==> src/hw/rtl/lmts_pkg.sv <==
// Shared types, codes and the pattern generator step for the memory test sequencer.
`default_nettype none

package lmts_pkg;

    // Widest address the sequencer supports; addresses are widened to this before slicing.
    localparam int ADDR_BITS_MAX = 48;

    localparam int CFG_INDEX_BITS = 2;
    localparam int CFG_DATA_BITS  = 32;

    // Configuration register indexes.
    localparam logic [CFG_INDEX_BITS-1:0] CFG_LAST_WORD_INDEX  = 2'd0;
    localparam logic [CFG_INDEX_BITS-1:0] CFG_BLOCK_WORDS      = 2'd1;
    localparam logic [CFG_INDEX_BITS-1:0] CFG_CHECK_LAG_BLOCKS = 2'd2;

    // Reset values of the configuration registers.
    localparam logic [31:0] LAST_WORD_INDEX_RESET  = 32'd134217727;
    localparam logic [16:0] BLOCK_WORDS_RESET      = 17'd16384;
    localparam logic [7:0]  CHECK_LAG_BLOCKS_RESET = 8'd16;

    // Access kinds on the result.
    localparam logic [1:0] ACCESS_NONE  = 2'd0;
    localparam logic [1:0] ACCESS_WRITE = 2'd1;
    localparam logic [1:0] ACCESS_READ  = 2'd2;

    // Request modes.
    localparam logic MODE_ACCESS = 1'b0;
    localparam logic MODE_RETURN = 1'b1;

    typedef struct packed {
        logic [31:0] last_word_index;
        logic [16:0] block_words;
        logic [7:0]  check_lag_blocks;
    } cfg_t;

    typedef struct packed {
        logic [1:0]  access_kind;
        logic [31:0] word_address;
        logic [63:0] write_data;
        logic [63:0] expected_data;
        logic        mismatch;
        logic        stopped;
    } result_t;

    // One step of the 64-bit LFSR: taps 64, 63, 61, 60 with an inverted feedback,
    // shifted in at the top while the word moves right.
    function automatic logic [63:0] next_pattern(input logic [63:0] d);
        logic fb;
        fb = ~(d[0] ^ d[1] ^ d[3] ^ d[4]);
        return {fb, d[63:1]};
    endfunction

endpackage

`default_nettype wire

==> src/hw/rtl/lmts_core.sv <==
// Sequencer state and the combinational decision logic for one request.
`default_nettype none

module lmts_core
    import lmts_pkg::*;
#(
    parameter int ADDR_BITS = 32
)
(
    input  wire logic        clk,
    input  wire logic        rst_n,
    input  wire logic        fire,
    input  wire logic        mode,
    input  wire logic [63:0] read_data,
    input  wire cfg_t        cfg,
    output result_t          result
);

    logic [ADDR_BITS-1:0] write_address_reg, write_address_next;
    logic [ADDR_BITS-1:0] read_address_reg, read_address_next;
    logic [63:0]          write_pattern_reg, write_pattern_next;
    logic [63:0]          read_pattern_reg, read_pattern_next;
    logic [16:0]          words_in_block_reg, words_in_block_next;
    logic [7:0]           blocks_ahead_reg, blocks_ahead_next;
    logic                 checking_phase_reg, checking_phase_next;
    logic                 read_pending_reg, read_pending_next;
    logic                 halted_reg, halted_next;

    logic [ADDR_BITS_MAX-1:0] limit_wide;
    logic [ADDR_BITS-1:0]     addr_limit;
    logic [ADDR_BITS_MAX-1:0] write_addr_wide;
    logic [ADDR_BITS_MAX-1:0] read_addr_wide;
    logic [ADDR_BITS-1:0]     write_addr_step;
    logic [ADDR_BITS-1:0]     read_addr_step;
    logic [16:0]              block_limit;
    logic [16:0]              words_inc;
    logic                     block_end;
    logic [7:0]               blocks_ahead_inc;

    always_comb
    begin
        limit_wide      = ADDR_BITS_MAX'(cfg.last_word_index);
        addr_limit      = limit_wide[ADDR_BITS-1:0];
        write_addr_wide = ADDR_BITS_MAX'(write_address_reg);
        read_addr_wide  = ADDR_BITS_MAX'(read_address_reg);
        write_addr_step = (write_address_reg == addr_limit) ? '0 : write_address_reg + 1'b1;
        read_addr_step  = (read_address_reg == addr_limit) ? '0 : read_address_reg + 1'b1;
        // A block size of zero behaves as one word.
        block_limit     = (cfg.block_words == '0) ? 17'd1 : cfg.block_words;
        words_inc       = words_in_block_reg + 17'd1;
        block_end       = (words_inc >= block_limit);
    end

    always_comb
    begin
        write_address_next  = write_address_reg;
        read_address_next   = read_address_reg;
        write_pattern_next  = write_pattern_reg;
        read_pattern_next   = read_pattern_reg;
        words_in_block_next = words_in_block_reg;
        blocks_ahead_next   = blocks_ahead_reg;
        checking_phase_next = checking_phase_reg;
        read_pending_next   = read_pending_reg;
        halted_next         = halted_reg;
        blocks_ahead_inc    = blocks_ahead_reg;
        result              = '0;

        if (halted_reg)
        begin
            result.stopped = 1'b1;
        end
        else if (mode == MODE_ACCESS)
        begin
            // An access request while a read is outstanding stalls with an empty result.
            if (!read_pending_reg)
            begin
                if (!checking_phase_reg)
                begin
                    result.access_kind  = ACCESS_WRITE;
                    result.word_address = write_addr_wide[31:0];
                    result.write_data   = write_pattern_reg;
                    write_address_next  = write_addr_step;
                    write_pattern_next  = next_pattern(write_pattern_reg);
                    words_in_block_next = block_end ? '0 : words_inc;
                    if (block_end)
                    begin
                        if (blocks_ahead_reg < cfg.check_lag_blocks)
                        begin
                            blocks_ahead_inc = blocks_ahead_reg + 8'd1;
                        end
                        blocks_ahead_next = blocks_ahead_inc;
                        if (blocks_ahead_inc == cfg.check_lag_blocks)
                        begin
                            checking_phase_next = 1'b1;
                        end
                    end
                end
                else
                begin
                    result.access_kind  = ACCESS_READ;
                    result.word_address = read_addr_wide[31:0];
                    read_pending_next   = 1'b1;
                end
            end
        end
        else if (read_pending_reg)
        begin
            read_pending_next    = 1'b0;
            result.word_address  = read_addr_wide[31:0];
            result.expected_data = read_pattern_reg;
            if (read_data != read_pattern_reg)
            begin
                result.mismatch = 1'b1;
                result.stopped  = 1'b1;
                halted_next     = 1'b1;
            end
            else
            begin
                read_address_next   = read_addr_step;
                read_pattern_next   = next_pattern(read_pattern_reg);
                words_in_block_next = block_end ? '0 : words_inc;
                if (block_end)
                begin
                    checking_phase_next = 1'b0;
                end
            end
        end
    end

    always_ff @(posedge clk or negedge rst_n)
    begin
        if (!rst_n)
        begin
            write_address_reg  <= '0;
            read_address_reg   <= '0;
            write_pattern_reg  <= '0;
            read_pattern_reg   <= '0;
            words_in_block_reg <= '0;
            blocks_ahead_reg   <= '0;
            checking_phase_reg <= 1'b0;
            read_pending_reg   <= 1'b0;
            halted_reg         <= 1'b0;
        end
        else if (fire)
        begin
            write_address_reg  <= write_address_next;
            read_address_reg   <= read_address_next;
            write_pattern_reg  <= write_pattern_next;
            read_pattern_reg   <= read_pattern_next;
            words_in_block_reg <= words_in_block_next;
            blocks_ahead_reg   <= blocks_ahead_next;
            checking_phase_reg <= checking_phase_next;
            read_pending_reg   <= read_pending_next;
            halted_reg         <= halted_next;
        end
    end

    // A read can only be outstanding during a check block.
    a_pending_in_check: assert property (@(posedge clk) disable iff (!rst_n)
        read_pending_reg |-> checking_phase_reg)
        else $error("read outstanding outside a check block");

    // Once halted, the sequencer never leaves that state.
    a_halt_sticks: assert property (@(posedge clk) disable iff (!rst_n)
        halted_reg |=> halted_reg)
        else $error("halt state was left without reset");

    // A halted sequencer issues no commands and moves no pattern.
    a_halt_quiet: assert property (@(posedge clk) disable iff (!rst_n)
        (fire && halted_reg) |=> ($stable(write_pattern_reg) && $stable(read_pattern_reg)))
        else $error("pattern moved while halted");

    // A mismatch always halts and never comes with a command.
    a_mismatch_halts: assert property (@(posedge clk) disable iff (!rst_n)
        (fire && result.mismatch) |=> (halted_reg && !read_pending_reg))
        else $error("mismatch did not halt the test");

endmodule

`default_nettype wire

==> src/hw/rtl/lfsr_memory_test_sequencer_top.sv <==
// Top level of the LFSR memory test sequencer: request and result registers, configuration.
`default_nettype none

// The sequencer drives a memory self-test. Each request with mode 0 asks for the next
// memory access: during a write block it answers with a write command carrying the next
// word of a 64-bit LFSR pattern, during a check block with a read command. A request with
// mode 1 delivers the data returned for that read, which is compared with a second copy of
// the pattern; the result shows the address, the expected word and whether it matched.
// The first mismatch halts the test until reset, and every later request answers with
// stopped set. Checking starts once check_lag_blocks write blocks are ahead, after which
// write and check blocks alternate. Every request produces exactly one result. A request
// is registered on acceptance and its result is registered when the request moves on,
// which waits while a finished result is held back; one request is taken in every cycle
// while results are being drained, the throughput being set by the combinational pattern
// step, address wrap and compare in the core. The input stalls only
// while a finished result is held back by the output side and another request is waiting
// behind it. Configuration writes are taken at any time but should be made while the
// block is idle.
module lfsr_memory_test_sequencer_top
    import lmts_pkg::*;
#(
    parameter int ADDR_BITS = 32
)
(
    input  wire logic                      clk,
    input  wire logic                      rst_n,

    input  wire logic                      cfg_write_enable,
    input  wire logic [CFG_INDEX_BITS-1:0] cfg_index,
    input  wire logic [CFG_DATA_BITS-1:0]  cfg_data,

    input  wire logic                      in_valid,
    output logic                           in_stall,
    input  wire logic                      mode,
    input  wire logic [63:0]               read_data,

    output logic                           out_valid,
    input  wire logic                      out_stall,
    output logic [1:0]                     access_kind,
    output logic [31:0]                    word_address,
    output logic [63:0]                    write_data,
    output logic [63:0]                    expected_data,
    output logic                           mismatch,
    output logic                           stopped
);

    cfg_t        cfg_reg;
    logic        in_valid_reg;
    logic        mode_reg;
    logic [63:0] read_data_reg;
    logic        out_valid_reg;
    result_t     result_reg;
    result_t     core_result;
    logic        fire;

    // The held request moves into the result register unless a finished result is stuck.
    assign in_stall = in_valid_reg && out_valid_reg && out_stall;
    assign fire     = in_valid_reg && !in_stall;

    // Configuration registers; writes to an unused index are dropped.
    always_ff @(posedge clk or negedge rst_n)
    begin
        if (!rst_n)
        begin
            cfg_reg.last_word_index  <= LAST_WORD_INDEX_RESET;
            cfg_reg.block_words      <= BLOCK_WORDS_RESET;
            cfg_reg.check_lag_blocks <= CHECK_LAG_BLOCKS_RESET;
        end
        else if (cfg_write_enable)
        begin
            unique case (cfg_index)
                CFG_LAST_WORD_INDEX:  cfg_reg.last_word_index  <= cfg_data;
                CFG_BLOCK_WORDS:      cfg_reg.block_words      <= cfg_data[16:0];
                CFG_CHECK_LAG_BLOCKS: cfg_reg.check_lag_blocks <= cfg_data[7:0];
                default:              ;
            endcase
        end
    end

    // Request register.
    always_ff @(posedge clk or negedge rst_n)
    begin
        if (!rst_n)
        begin
            in_valid_reg <= 1'b0;
        end
        else if (!in_stall)
        begin
            in_valid_reg <= in_valid;
        end
    end

    always_ff @(posedge clk)
    begin
        if (in_valid && !in_stall)
        begin
            mode_reg      <= mode;
            read_data_reg <= read_data;
        end
    end

    lmts_core #(
        .ADDR_BITS (ADDR_BITS)
    ) u_core (
        .clk       (clk),
        .rst_n     (rst_n),
        .fire      (fire),
        .mode      (mode_reg),
        .read_data (read_data_reg),
        .cfg       (cfg_reg),
        .result    (core_result)
    );

    // Result register.
    always_ff @(posedge clk or negedge rst_n)
    begin
        if (!rst_n)
        begin
            out_valid_reg <= 1'b0;
        end
        else if (fire)
        begin
            out_valid_reg <= 1'b1;
        end
        else if (!out_stall)
        begin
            out_valid_reg <= 1'b0;
        end
    end

    always_ff @(posedge clk)
    begin
        if (fire)
        begin
            result_reg <= core_result;
        end
    end

    assign out_valid     = out_valid_reg;
    assign access_kind   = result_reg.access_kind;
    assign word_address  = result_reg.word_address;
    assign write_data    = result_reg.write_data;
    assign expected_data = result_reg.expected_data;
    assign mismatch      = result_reg.mismatch;
    assign stopped       = result_reg.stopped;

    // A request that is held with a free output must reach the result register.
    a_request_drains: assert property (@(posedge clk) disable iff (!rst_n)
        (in_valid_reg && !out_valid_reg) |=> out_valid_reg)
        else $error("held request did not produce a result");

    // A taken result with nothing behind it leaves the output empty.
    a_result_clears: assert property (@(posedge clk) disable iff (!rst_n)
        (out_valid_reg && !out_stall && !in_valid_reg) |=> !out_valid_reg)
        else $error("result repeated after it was taken");

    // A result held back by the output side stays valid and unchanged.
    a_result_holds: assert property (@(posedge clk) disable iff (!rst_n)
        (out_valid_reg && out_stall) |=> (out_valid_reg && $stable(result_reg)))
        else $error("stalled result changed");

endmodule

`default_nettype wire
==> config.mk <==
export PLATFORM = sky130hd
export DESIGN_NAME = lfsr_memory_test_sequencer_top
export DESIGN_NICKNAME = d
export VERILOG_FILES = /design/src/hw/rtl/lmts_pkg.sv /design/src/hw/rtl/lmts_core.sv /design/src/hw/rtl/lfsr_memory_test_sequencer_top.sv
export SDC_FILE = /design/constraint.sdc
export NUM_CORES = 1
export LEC_CHECK = 0
export ABC_AREA = 1
export BUFFER_PORTS_ARGS = -buffer_cell sky130_fd_sc_hd__clkbuf_2
export CORE_ASPECT_RATIO = 1.25
export CORE_UTILIZATION = 51
export CTS_CLUSTER_DIAMETER = 100
export DETAILED_ROUTE_END_ITERATION = 10
export GPL_ROUTABILITY_DRIVEN = 0
export GPL_TIMING_DRIVEN = 0
export PLACE_DENSITY = 0.71
export RECOVER_POWER = 25
export SKIP_CTS_REPAIR_TIMING = 1
export SYNTH_ARGS = -nofsm -noshare
export SYNTH_HDL_FRONTEND = slang
export SYNTH_SLANG_ARGS = --single-unit
==> constraint.sdc <==
create_clock -name clk -period 5.1 [get_ports clk]
set_input_delay 0.255 -clock clk [delete_from_list [all_inputs] [get_ports clk]]
set_output_delay 0.255 -clock clk [all_outputs]
set_load 0.005 [all_outputs]
**Yosys cells after proc, flatten, opt, wreduce, memory -nomap -nowiden**

Index checks and enable logic that the tools add are counted.

- Multiplexer cells: 40
- Bitwise gates (word level): 13
- Equal/unequal tests: 12
- Order comparisons: 2
- $add $sub $neg: 4
- Reductions and logical operators: 19

Operator list:

| cell | count |
|---|---|
| 32-bit 2-to-1 mux | 4 |
| 17-bit 2-to-1 mux | 7 |
| 96-bit 2-to-1 mux | 1 |
| 32-bit by 1-bit adder with 32-bit output (second input constant) | 2 |
| 32-bit == test | 2 |
| 64-bit 2-to-1 mux | 1 |
| 64-bit inequality test | 1 |
| 8-bit 2-to-1 mux | 6 |
| 34-bit 2-to-1 mux | 1 |
| 1-bit 2-to-1 mux | 19 |
| 6-bit AND reduction | 3 |
| 17-bit by 1-bit adder with 17-bit output (second input constant) | 1 |
| 17-bit greater-or-equal comparator | 1 |
| 17-bit zero test | 1 |
| 5-bit AND reduction | 2 |
| 8-bit by 1-bit adder with 8-bit output (second input constant) | 1 |
| 8-bit == test | 1 |
| 8-bit less-than comparator | 1 |
| 2-bit inequality test (second input constant) | 4 |
| 2-bit AND reduction | 4 |
| 1-bit inverter | 7 |
| 3-bit OR reduction | 2 |
| 1-bit XOR | 6 |
| 1-bit logical AND | 4 |
| 7 further kinds | 8 |

- Logic and storage cells: 112
- Output and inout port bits: 166
- Input bits: 104
- Bits in registers: 508

**Depth between registers and ports, before layout**

Gate-level depths: netlist (run 1).

- Depth in word-level cells: 14
- Depth in mapped cells: 21
- Gate-level depth less buffers: 21

**Cells and area by module**

A second synthesis (run 1) with hierarchy kept.

- Cell total of the unflattened synthesis: 2665
- Area, all modules: 23969.2 um^2

By module, submodules not included:

| module | instances | sequential area each (um^2) | cells each | area an instance (um^2) |
|---|---|---|---|---|
| lmts_core | 1 | 5505.3 | 2171 | 14620.3 |
| lfsr_memory_test_sequencer_top | 1 | 8389.3 | 494 | 9349.0 |

**Least setup slack after synthesis (run 1)**

OpenSTA, ideal clock, no wires.

- Path kind: reg2reg
- From: register out_valid_reg (netlist: out_valid)
- To: register result_reg (netlist bit access_kind[0]) (enable)
- Period minus slack after synthesis: 4.255 ns
- Slack: 0.845 ns
- Path buffers: 0
- Data required time: 4.583 ns
- Stages on the path, launching flop included: 4
- Library setup time: 0.517 ns
- Data arrival time: 3.738 ns
- Cell sequence: dfrtp_1 nand2_1 nand2_1 inv_1

- Longest elaborated chain between the ends: 4

Ends and longest elaborated chain:

| item | RTL line | source |
|---|---|---|
| start, declared | lfsr_memory_test_sequencer_top.sv:51 | `logic out_valid_reg;` |
| start signal, assigned | lfsr_memory_test_sequencer_top.sv:119 | `out_valid_reg <= 1'b0;` |
| start signal, assigned | lfsr_memory_test_sequencer_top.sv:123 | `out_valid_reg <= 1'b1;` |
| start signal, assigned | lfsr_memory_test_sequencer_top.sv:127 | `out_valid_reg <= 1'b0;` |
| 1-bit logical AND (2 in a row) | lfsr_memory_test_sequencer_top.sv:57 | `assign in_stall = in_valid_reg && out_valid_reg && out_stall;` |
| 1-bit zero test | lfsr_memory_test_sequencer_top.sv:58 | `assign fire = in_valid_reg && !in_stall;` |
| 1-bit logical AND | lfsr_memory_test_sequencer_top.sv:58 |  |
| net fire | lfsr_memory_test_sequencer_top.sv:54 | `logic fire;` |
| end signal, assigned | lfsr_memory_test_sequencer_top.sv:135 | `result_reg <= core_result;` |
| end, declared | lfsr_memory_test_sequencer_top.sv:52 | `result_t result_reg;` |

The timed path passes the listed nets, and every way through them passes these cells.
A chain may end at the register's enable or synchronous reset.

**Worst setup path after layout (run 1)**

- From: register u_core.words_in_block_reg[0]
- To: register u_core.blocks_ahead_reg[2]

- Longest elaborated chain between the ends: 3

Ends and longest elaborated chain:

| item | RTL line | source |
|---|---|---|
| start, declared | lmts_core.sv:23 | `logic [16:0] words_in_block_reg, words_in_block_next;` |
| start signal, assigned | lmts_core.sv:150 | `words_in_block_reg <= words_in_block_next;` |
| 17-bit by 1-bit adder with 17-bit output | lmts_core.sv:50 | `words_inc = words_in_block_reg + 17'd1;` |
| 17-bit greater-or-equal comparator | lmts_core.sv:51 | `block_end = (words_inc >= block_limit);` |
| 6-bit AND reduction (no line) | - |  |
| end signal, assigned | lmts_core.sv:151 | `blocks_ahead_reg <= blocks_ahead_next;` |
| end, declared | lmts_core.sv:24 | `logic [7:0] blocks_ahead_reg, blocks_ahead_next;` |

Every way passes these cells.

==> flow_summary.json, run 1 <==
{
  "status": "finished with violations",
  "failed_checks": "hold timing, capacitance limit, slew limit",
  "power_density_nw_per_um2": 326,
  "arrival_ns": 4.55,
  "ys_warn_count": 0,
  "die_height_um": 242,
  "setup_viol": 0,
  "cts.path.max_buffers": 3,
  "worst_setup_path_start_kind": "flip-flop",
  "whs_ns": -0.0474,
  "synth_ff_type": "dfrtp_1",
  "die_w_um": 194,
  "worstSetupEndpointType": "flip-flop",
  "clock_latency_ns": 0.60,
  "drv_slew": 94,
  "cts_buffers": 49,
  "critical_path_class": "flip-flop to flip-flop",
  "async_flop_share_pct": 54.9,
  "synth_edf_count": 229,
  "syn_inst": 2577,
  "rows": 87,
  "p_leak_uw": 0.0132,
  "final_cell_mix": "666 x nand2_1, 348 x inv_1, 255 x nor2_1",
  "clock_sinks": 508,
  "p_total_uw": 9150,
  "yosys.area.top_type": "edfxtp_1",
  "routed_wl_mm": 58.4,
  "core_um2": 45200,
  "ys_ff_latch": 508,
  "cts-root-buf": "clkbuf_16",
  "post_drt_wl_per_cell_um": 16.2,
  "antenna_cells": 0,
  "drv_cap": 1,
  "worstMarginPinSlew_ns": 2.61,
  "max_freq_mhz": 244,
  "synth.area.top_cells": "edfxtp_1 29%, dfrtp_1 27%, nand2_1 11%, inv_1 5.6%, o21ai_0 4.7%",
  "portBuffers": 269,
  "grtUsageTotal_pct": 24.5,
  "ant_nets": 0,
  "grt_pass1_vias": 18400,
  "start_util_pct": 51.8,
  "fin_crit_ns": 4.10,
  "synth_nets": 2711,
  "maxSlewHeadroom_pct": -74.0,
  "htree_levels": 2,
  "overflow": 0,
  "first_iter_violations": 1078,
  "syn_area_um2": 23400,
  "tns_ns": 0,
  "antenna_found_initial": 0,
  "yosys.area.top_type_share_pct": 29.4,
  "tritoncts": "built",
  "drive_gt1_share_pct": 13.5,
  "dr.pass1.iters": 7,
  "ir_drop_v": 0.000295,
  "min_period_over_period_pct": 80.4,
  "dp_hpwl_mm": 41.5,
  "avgViaCountPerCell": 5.19,
  "fin_nets": 3127,
  "fillers": 3680,
  "crit_required_ns": 5.55,
  "vias": 18700,
  "syn_area_per_cell_um2": 9.08,
  "final_common_cell": "nand2_1",
  "syn_to_final_growth_pct": 20.0,
  "clk_pin_slew_ns": 0.06,
  "die-area_um2": 46800,
  "num_io_pins": 270,
  "hold_viol": 6,
  "min_path_type": "input pin to flip-flop",
  "grt_pass1_wl_mm": 91.9,
  "grt_max_degree": 98,
  "rsz0062_at_grt": "false",
  "yosysUniqueCellTypes": 44,
  "skew_ns": 0.0328,
  "yosysSeqAreaShare_pct": 59.4,
  "post-route-drc-count": 0,
  "worst-path-max-fanout": 10
}
## worst max-delay path, stage by stage (launching register included)
cell,delay (ns)
dfrtp_1,0.39
ha_1,0.19
nand2_1,0.06
inv_1,0.07
nand2_1,0.08
nor3_1,0.34
nand2_1,0.09
nor3_1,0.40
nand4_1,0.18
xnor2_1,0.28
ha_1,0.29
a21oi_1,0.16
nor2_1,0.05
nor2_1,0.08
nand2_1,0.07
nor2_1,0.17
nand2_1,0.18
nand2_1,0.29
clkbuf_1,0.42
o21ai_0,0.14
## stage by stage
| step | setup slack, ns | area [um^2] | std cells | utilization, % | hold WS, ns |
|---|---|---|---|---|---|
| after detailed placement | 1.01 | 25600 | 3428 | 56.6 | 0.402 |
| after floorplan | 0.845 | 23400 | 2577 | - | -0.0406 |
| after global routing | 0.574 | 28100 | 3611 | 62.1 | -0.00724 |
| after CTS | 0.975 | 27200 | 3519 | 60.2 | -0.219 |
| final | 1.00 | 28100 | 3611 | 62.1 | -0.0474 |
| after global placement | -2.18 | 25500 | 3424 | 56.4 | 0.432 |
## kinds of logic (layout without fill, tap and decap cells)
| group | Yosys count | in the layout | share of synthesized area [%] |
|---|---|---|---|
| buffers and inverters | 456 | 912 | 7.48 |
| flip-flops | 508 | 508 | 59.4 |
| adder cells (fa/ha/maj) | 30 | 30 | 1.60 |
| AO/OA/AOI/OAI | 324 | 324 | 7.13 |
| XOR/XNOR | 88 | 88 | 3.29 |
| AND/OR/NAND/NOR | 1164 | 1164 | 20.8 |
| multiplexers | 7 | 7 | 0.337 |
## cell type report
| class | count | area [um^2] | area share [%] |
|---|---|---|---|
| well taps | 578 | 723 | 2.58 |
| clock buffers | 70 | 1430 | 5.08 |
| plain buffers | 83 | 350 | 1.25 |
| inverters | 373 | 1410 | 5.00 |
| repair buffers | 365 | 2330 | 8.29 |
| multi-input cells | 1613 | 7760 | 27.6 |
| flip-flops and latches | 508 | 13900 | 49.5 |
| clock inverters | 21 | 188 | 0.668 |
## where the power goes
part | switching [uW] | internal (uW) | leakage [uW] | total, uW
Combinational | 453 | 314 | 0.00734 | 767
Clock | 1580 | 2090 | 0.000783 | 3670
Sequential | 139 | 4570 | 0.00509 | 4710
## cells in the mapped netlist, drive strengths merged (7+ instances only)
master  count
o31ai      12
xnor2      48
dfstp      29
mux2        7
nor2      257
xor2       40
clkbuf     57
o21ai     227
nor3       41
nand3     120
inv       370
nor4       26
nand4      38
nand2     669
edfxtp    229
a21oi      77
buf        26
dfrtp     250
ha         30
## path summary, 6_finish.rpt
path	to	depth (start not counted)	from	slack (ns)
worst max-delay path	u_core.blocks_ahead_reg[2]$_DFFE_PN0P_	19	u_core.words_in_block_reg[0]$_DFFE_PN0P_	1.00
worst max register to register	u_core.blocks_ahead_reg[2]$_DFFE_PN0P_	19	u_core.words_in_block_reg[0]$_DFFE_PN0P_	1.00
worst min register to register	out_valid$_DFFE_PN0P_	2	in_valid_reg$_DFFE_PN0N_	0.47
worst min-delay path	cfg_reg[32]$_DFFE_PN1P_	3	cfg_data[7]	-0.05
min in group asynchronous	u_core.read_pattern_reg[47]$_DFFE_PN0P_	2	rst_n	0.99
max in group asynchronous	u_core.read_address_reg[29]$_DFFE_PN0P_	2	rst_n	2.53
## routing by layer
| layer | GRT usage [%] | routed length, um |
|---|---|---|
| met3 | 5.30 | 3760 |
| met2 | 43.2 | 29500 |
| met5 | 0 | 0 |
| met4 | 11.9 | 2770 |
| met1 | 28.1 | 22300 |
(Power assumes the default switching activity.)
==> run 2, diff against run 1 <==
Clock period 5.1 ns to 4.22 ns, I/O delays scaled along.
==> run 2 against run 1 <==
  * Hold slack improved by 0.14 ns
  * Flip-flop and latch count did not move
  * Maximum frequency rose by 8.3%
  * Sequential share of layout area fell by 0.27 points
  * Register-to-register slack got worse by 0.56 ns
  * Largest power group unchanged
  * Critical endpoint is now u_core.words_in_block_reg[13]$_DFFE_PN0P_
  * Die area did not move
  * Global-route usage fell by 0.069 points
  * The flow finishes with violations (capacitance limit, slew limit)
==> flow_summary.json, run 2 (same netlist as run 1, synthesis figures left out) <==
{
  "post_drt_wl_per_cell_um": 16.0,
  "fin_nets": 3136,
  "clock_latency_ns": 0.60,
  "final_cell_mix": "666 x nand2_1, 348 x inv_1, 255 x nor2_1",
  "clk_pin_slew_ns": 0.07,
  "crit_buf_inv": 3,
  "slowest_delay_ns": 0.46,
  "ir_drop_v": 0.000424,
  "worstMarginPinSlew_ns": 2.72,
  "maxSlewHeadroom_pct": -81.3,
  "setup_viol": 0,
  "multi_input_area_um2": 7760,
  "r2r_cells": 20,
  "reg2reg_slack_ns": 0.44,
  "tritoncts": "built",
  "grt_max_degree": 100,
  "grt_pass1_wl_mm": 91.7,
  "ant_nets": 0,
  "crit_top_cell": "nand2_1",
  "cts.path.max_buffers": 3,
  "start_util_pct": 51.8,
  "dpl_cell_area_um2": 25600,
  "syn_to_final_growth_pct": 20.6,
  "worst_setup_path_start_kind": "flip-flop",
  "max_freq_mhz": 264,
  "grt_pass1_vias": 18500,
  "cp_top_family": "simple AND/OR/NAND/NOR gates",
  "die-area_um2": 46800,
  "antenna_cells": 0,
  "min_path_type": "input pin to flip-flop",
  "failed_checks": "capacitance limit, slew limit",
  "rows": 87,
  "skew_ns": 0.0301,
  "overflow": 0,
  "rsz0062_at_grt": "false",
  "rr_endpoint": "u_core.words_in_block_reg[13]$_DFFE_PN0P_",
  "min_period_over_period_pct": 89.6,
  "min_to": "cfg_reg[7]$_DFFE_PN0P_",
  "drive_gt1_share_pct": 13.9,
  "grtUsageTotal_pct": 24.4,
  "portBuffers": 269,
  "tns_ns": 0,
  "routed_wl_mm": 58.1,
  "arrival_ns": 4.30,
  "cts-root-buf": "clkbuf_16",
  "reg2reg_from": "u_core.words_in_block_reg[0]$_DFFE_PN0P_",
  "num_io_pins": 270,
  "status": "finished with violations",
  "final_cell_area_um2": 28200,
  "htree_levels": 2,
  "dpl_worst_slack_ns": 0.196,
  "worstSetupEndpointType": "flip-flop",
  "drv_slew": 98,
  "dp_hpwl_mm": 41.9,
  "dr.pass1.iters": 5,
  "first_iter_violations": 1203,
  "fin_crit_ns": 3.78,
  "post-route-drc-count": 0,
  "die_height_um": 242,
  "vias": 18800,
  "seqCellArea_um2": 13900,
  "fillers": 3649,
  "core_um2": 45200,
  "hold_depth": 4,
  "clock_sinks": 508,
  "hold_viol": 0,
  "critical_path_class": "flip-flop to flip-flop",
  "p_leak_uw": 0.0133,
  "final_common_cell": "nand2_1",
  "setup_ws_ns": 0.437,
  "antenna_found_initial": 0,
  "worstPathCellList": "ha_1 > nand2_1 > inv_1 > nand2_1 > nor3_1 > nand2_1 > nor3_2 > nand4_1 > xor2_1 > inv_1 > ha_1 > and3_1 > nand3_1 > nand2_1 > nor2_1 > nand2_1 > nor3_4 > buf_6 > nand2_1 > o21ai_1",
  "die_w_um": 194,
  "drv_cap": 1,
  "power_density_nw_per_um2": 394,
  "crit_required_ns": 4.74,
  "whs_ns": 0.0880,
  "hp-start": "cfg_index[1]",
  "worst-path-max-fanout": 10,
  "slowest_stage": "nor3_4",
  "avgViaCountPerCell": 5.19,
  "cts_buffers": 49
}
==> run 2: where the power goes <==
group	internal [uW]	leakage [uW]	switching (uW)	total, uW
Sequential	5520	0.00509	167	5690
Combinational	393	0.00738	549	942
Clock	2520	0.000791	1980	4500
Total	8430	0.0133	2700	11100
==> run 2: per-stage QoR <==
stage	power [uW]	instances	utilization (%)
floorplan	6220	2577	-
global placement	6620	3424	56.4
detailed placement	6660	3430	56.7
CTS	11100	3522	60.4
global route	11500	3621	62.5
finish	11100	3621	62.5
==> run 2: worst max path at each step <==
stage / startpoint / end / slack [ns] / depth (start not counted)
2_1_floorplan: out_valid$_DFFE_PN0P_ / access_kind[0]$_SDFFCE_PP0P_ / 0.82 / 3
3_3_place_gp: rst_n / u_core.write_pattern_reg[11]$_DFFE_PN0P_ / -3.01 / 1
3_5_place_dp: u_core.words_in_block_reg[0]$_DFFE_PN0P_ / u_core.blocks_ahead_reg[0]$_DFFE_PN0P_ / 0.20 / 19
4_1_cts: u_core.words_in_block_reg[0]$_DFFE_PN0P_ / u_core.blocks_ahead_reg[6]$_DFFE_PN0P_ / 0.15 / 19
5_1_grt: u_core.words_in_block_reg[0]$_DFFE_PN0P_ / u_core.words_in_block_reg[13]$_DFFE_PN0P_ / 0.07 / 20
6_report: u_core.words_in_block_reg[0]$_DFFE_PN0P_ / u_core.words_in_block_reg[13]$_DFFE_PN0P_ / 0.44 / 20
==> run 2: area by class of cell <==
type,instances,area share [%]
repair buffers,375,8.65
flip-flops and latches,508,49.2
inverters,373,4.97
clock buffers,63,5.01
multi-input cells,1613,27.5
plain buffers,82,1.23
clock inverters,29,0.860
well taps,578,2.56
==> run 2: per-layer routing <==
layer	GRT usage, %	vias to the layer above	part of all wire, %
met2	43.1	612	51
met4	11.6	0	4.5
met5	0	-	0
met1	27.8	8865	38
met3	5.73	159	6.4
li1	-	9148	-
==> run 2: worst min-delay path, cell delays in order <==
cell	delay, ns
clkbuf_1	0.08
nand3_1	0.22
nand2_1	0.07
o21ai_0	0.06
==> run 3, diff against run 2 <==
Settings changed: ABC_CLOCK_PERIOD_IN_PS from default to 3800.
Clock period 4.22 ns to 3.8 ns, I/O delays scaled along.
==> run 3 against run 2 <==
  * The flow still finishes with violations (capacitance limit, slew limit)
  * Maximum frequency is 11% higher
  * Sequential power is 11% higher
  * Via count is 0.13% higher
  * Cell area is 0.18% higher
  * Die area stayed put
  * Critical path type unchanged
  * Setup slack worse by 0.056 ns
==> flow_summary.json, run 3 (same netlist as run 1, synthesis figures left out) <==
{
  "tritoncts": "built",
  "fillers": 3646,
  "fin_crit_ns": 3.42,
  "dpl_cell_area_um2": 25600,
  "avgViaCountPerCell": 5.19,
  "grt_max_degree": 100,
  "swShare_pct": 24.3,
  "dr.pass1.iters": 7,
  "core_um2": 45200,
  "arrival_ns": 3.93,
  "syn_to_final_growth_pct": 20.8,
  "groute.layer.met1.usage_pct": 27.8,
  "final_cell_mix": "664 x nand2_1, 348 x inv_1, 254 x nor2_1",
  "antenna_found_initial": 0,
  "power_density_nw_per_um2": 437,
  "ant_nets": 0,
  "slowest_stage": "dfrtp_1",
  "htree_levels": 2,
  "use_met2_pct": 43.1,
  "final_util_pct": 62.6,
  "worst-path-max-fanout": 5,
  "power_switching_uw": 3000,
  "rsz0062_at_grt": "false",
  "drv_cap": 1,
  "dpl_worst_slack_ns": -0.224,
  "grt_pass1_wl_mm": 91.7,
  "die_height_um": 242,
  "num_io_pins": 270,
  "worstMarginPinSlew_ns": 2.69,
  "worstPathCellList": "ha_1 > nand2_1 > inv_1 > nand2_1 > nor3_2 > nand2_1 > nor3_4 > nand4_1 > xor2_1 > inv_1 > ha_1 > and3_1 > nand3_1 > nand2_1 > nor2_1 > nand2_2 > nor3_4 > buf_4 > nand2_1 > o21ai_0",
  "p_seq_share_pct": 51.1,
  "die-area_um2": 46800,
  "crit_required_ns": 4.31,
  "skew_ns": 0.0288,
  "cts_buffers": 49,
  "start_util_pct": 51.8,
  "hp-start": "cfg_index[0]",
  "status": "finished with violations",
  "setup_ws_ns": 0.381,
  "comb_power_share_pct": 8.5,
  "post-route-drc-count": 0,
  "failed_checks": "capacitance limit, slew limit",
  "critical_path_class": "flip-flop to flip-flop",
  "drive_gt1_share_pct": 14.1,
  "power_frac_clock_pct": 40.4,
  "post_drt_wl_per_cell_um": 16.1,
  "p_leak_uw": 0.0133,
  "tns_ns": 0,
  "crit_top_cell": "nand2_1",
  "clock_sinks": 508,
  "setup_viol": 0,
  "whs_ns": 0.0662,
  "grt_use_met3_pct": 5.73,
  "slowest_delay_ns": 0.38,
  "hold_viol": 0,
  "worst_setup_path_start_kind": "flip-flop",
  "cts-root-buf": "clkbuf_16",
  "routed_wl_mm": 58.2,
  "reg2reg_from": "u_core.words_in_block_reg[0]$_DFFE_PN0P_",
  "ir_drop_v": 0.000477,
  "final_cell_area_um2": 28300,
  "cts.path.max_buffers": 3,
  "antenna_cells": 0,
  "rows": 87,
  "intPower_uw": 9370,
  "clock_latency_ns": 0.60,
  "final_common_cell": "nand2_1",
  "crit_start": "u_core.words_in_block_reg[0]$_DFFE_PN0P_",
  "dp_hpwl_mm": 41.9,
  "worstSetupEndpointType": "flip-flop",
  "min_path_type": "input pin to flip-flop",
  "portBuffers": 269,
  "overflow": 0,
  "vias": 18800,
  "die_w_um": 194,
  "maxSlewHeadroom_pct": -79.5,
  "grt.busiest_layer": "met2",
  "min_period_over_period_pct": 90.0,
  "first_iter_violations": 1179,
  "grt_pass1_vias": 18500,
  "max_freq_mhz": 292,
  "drv_slew": 98,
  "grtUsageTotal_pct": 24.4,
  "fin_nets": 3140,
  "clk_pin_slew_ns": 0.07
}
-- run 3: cell types whose count changed in the layout (fill, tap and decap cells not counted), sizes merged --
cell         change
buf              +2
dlygate4sd3      +1
clkbuf           +1
-- run 3: path summary, 6_finish.rpt --
| check | end | slack (ns) | cells after the start |
|---|---|---|---|
| worst max-delay path | u_core.words_in_block_reg[5]$_DFFE_PN0P_ | 0.38 | 20 |
| worst min-delay path | cfg_reg[8]$_DFFE_PN0P_ | 0.07 | 4 |
| worst max register to register | u_core.words_in_block_reg[5]$_DFFE_PN0P_ | 0.38 | 20 |
| worst min register to register | out_valid$_DFFE_PN0P_ | 0.47 | 2 |
| max in group asynchronous | u_core.read_address_reg[26]$_DFFE_PN0P_ | 1.21 | 2 |
| min in group asynchronous | u_core.read_pattern_reg[47]$_DFFE_PN0P_ | 0.96 | 2 |
-- run 3: cell type report --
class | count | area, um^2 | share of cell area, %
multi-input cells | 1613 | 7780 | 27.5
well taps | 578 | 723 | 2.56
clock inverters | 29 | 243 | 0.858
plain buffers | 83 | 354 | 1.25
inverters | 373 | 1400 | 4.96
flip-flops and latches | 508 | 13900 | 49.1
clock buffers | 63 | 1410 | 5.00
repair buffers | 378 | 2470 | 8.72
-- run 3: power by group through the flow --
| stage | clock network (uW) | logic, uW | registers [uW] |
|---|---|---|---|
| global route | 5280 | 1180 | 6350 |
| global placement | 0 | 908 | 6450 |
| finish | 5000 | 1050 | 6320 |
| floorplan | 0 | 506 | 6410 |
| CTS | 5090 | 979 | 6320 |
| detailed placement | 0 | 973 | 6420 |
-- run 3: critical path, delay by kind of cell, from the launching register on --
family / cells / cell delay [ns]
DFF: 1 / 0.38
AOI/OAI and AO/OA: 1 / 0.08
and+or+nand+nor: 13 / 1.86
xor gates and xnor gates: 1 / 0.17
buffers and inverters: 3 / 0.35
adders and majority gates: 2 / 0.49
-- run 3: through the flow --
step	power (uW)	instances
after floorplan	6910	2577
after global placement	7350	3424
after detailed placement	7390	3430
after CTS	12400	3522
after global routing	12800	3625
final	12400	3625
-- run 3: routing by layer --
layer	vias up	share of wire, %
met5	-	0
met4	0	4.5
met3	163	6.3
met2	628	51
met1	8851	38
li1	9166	-
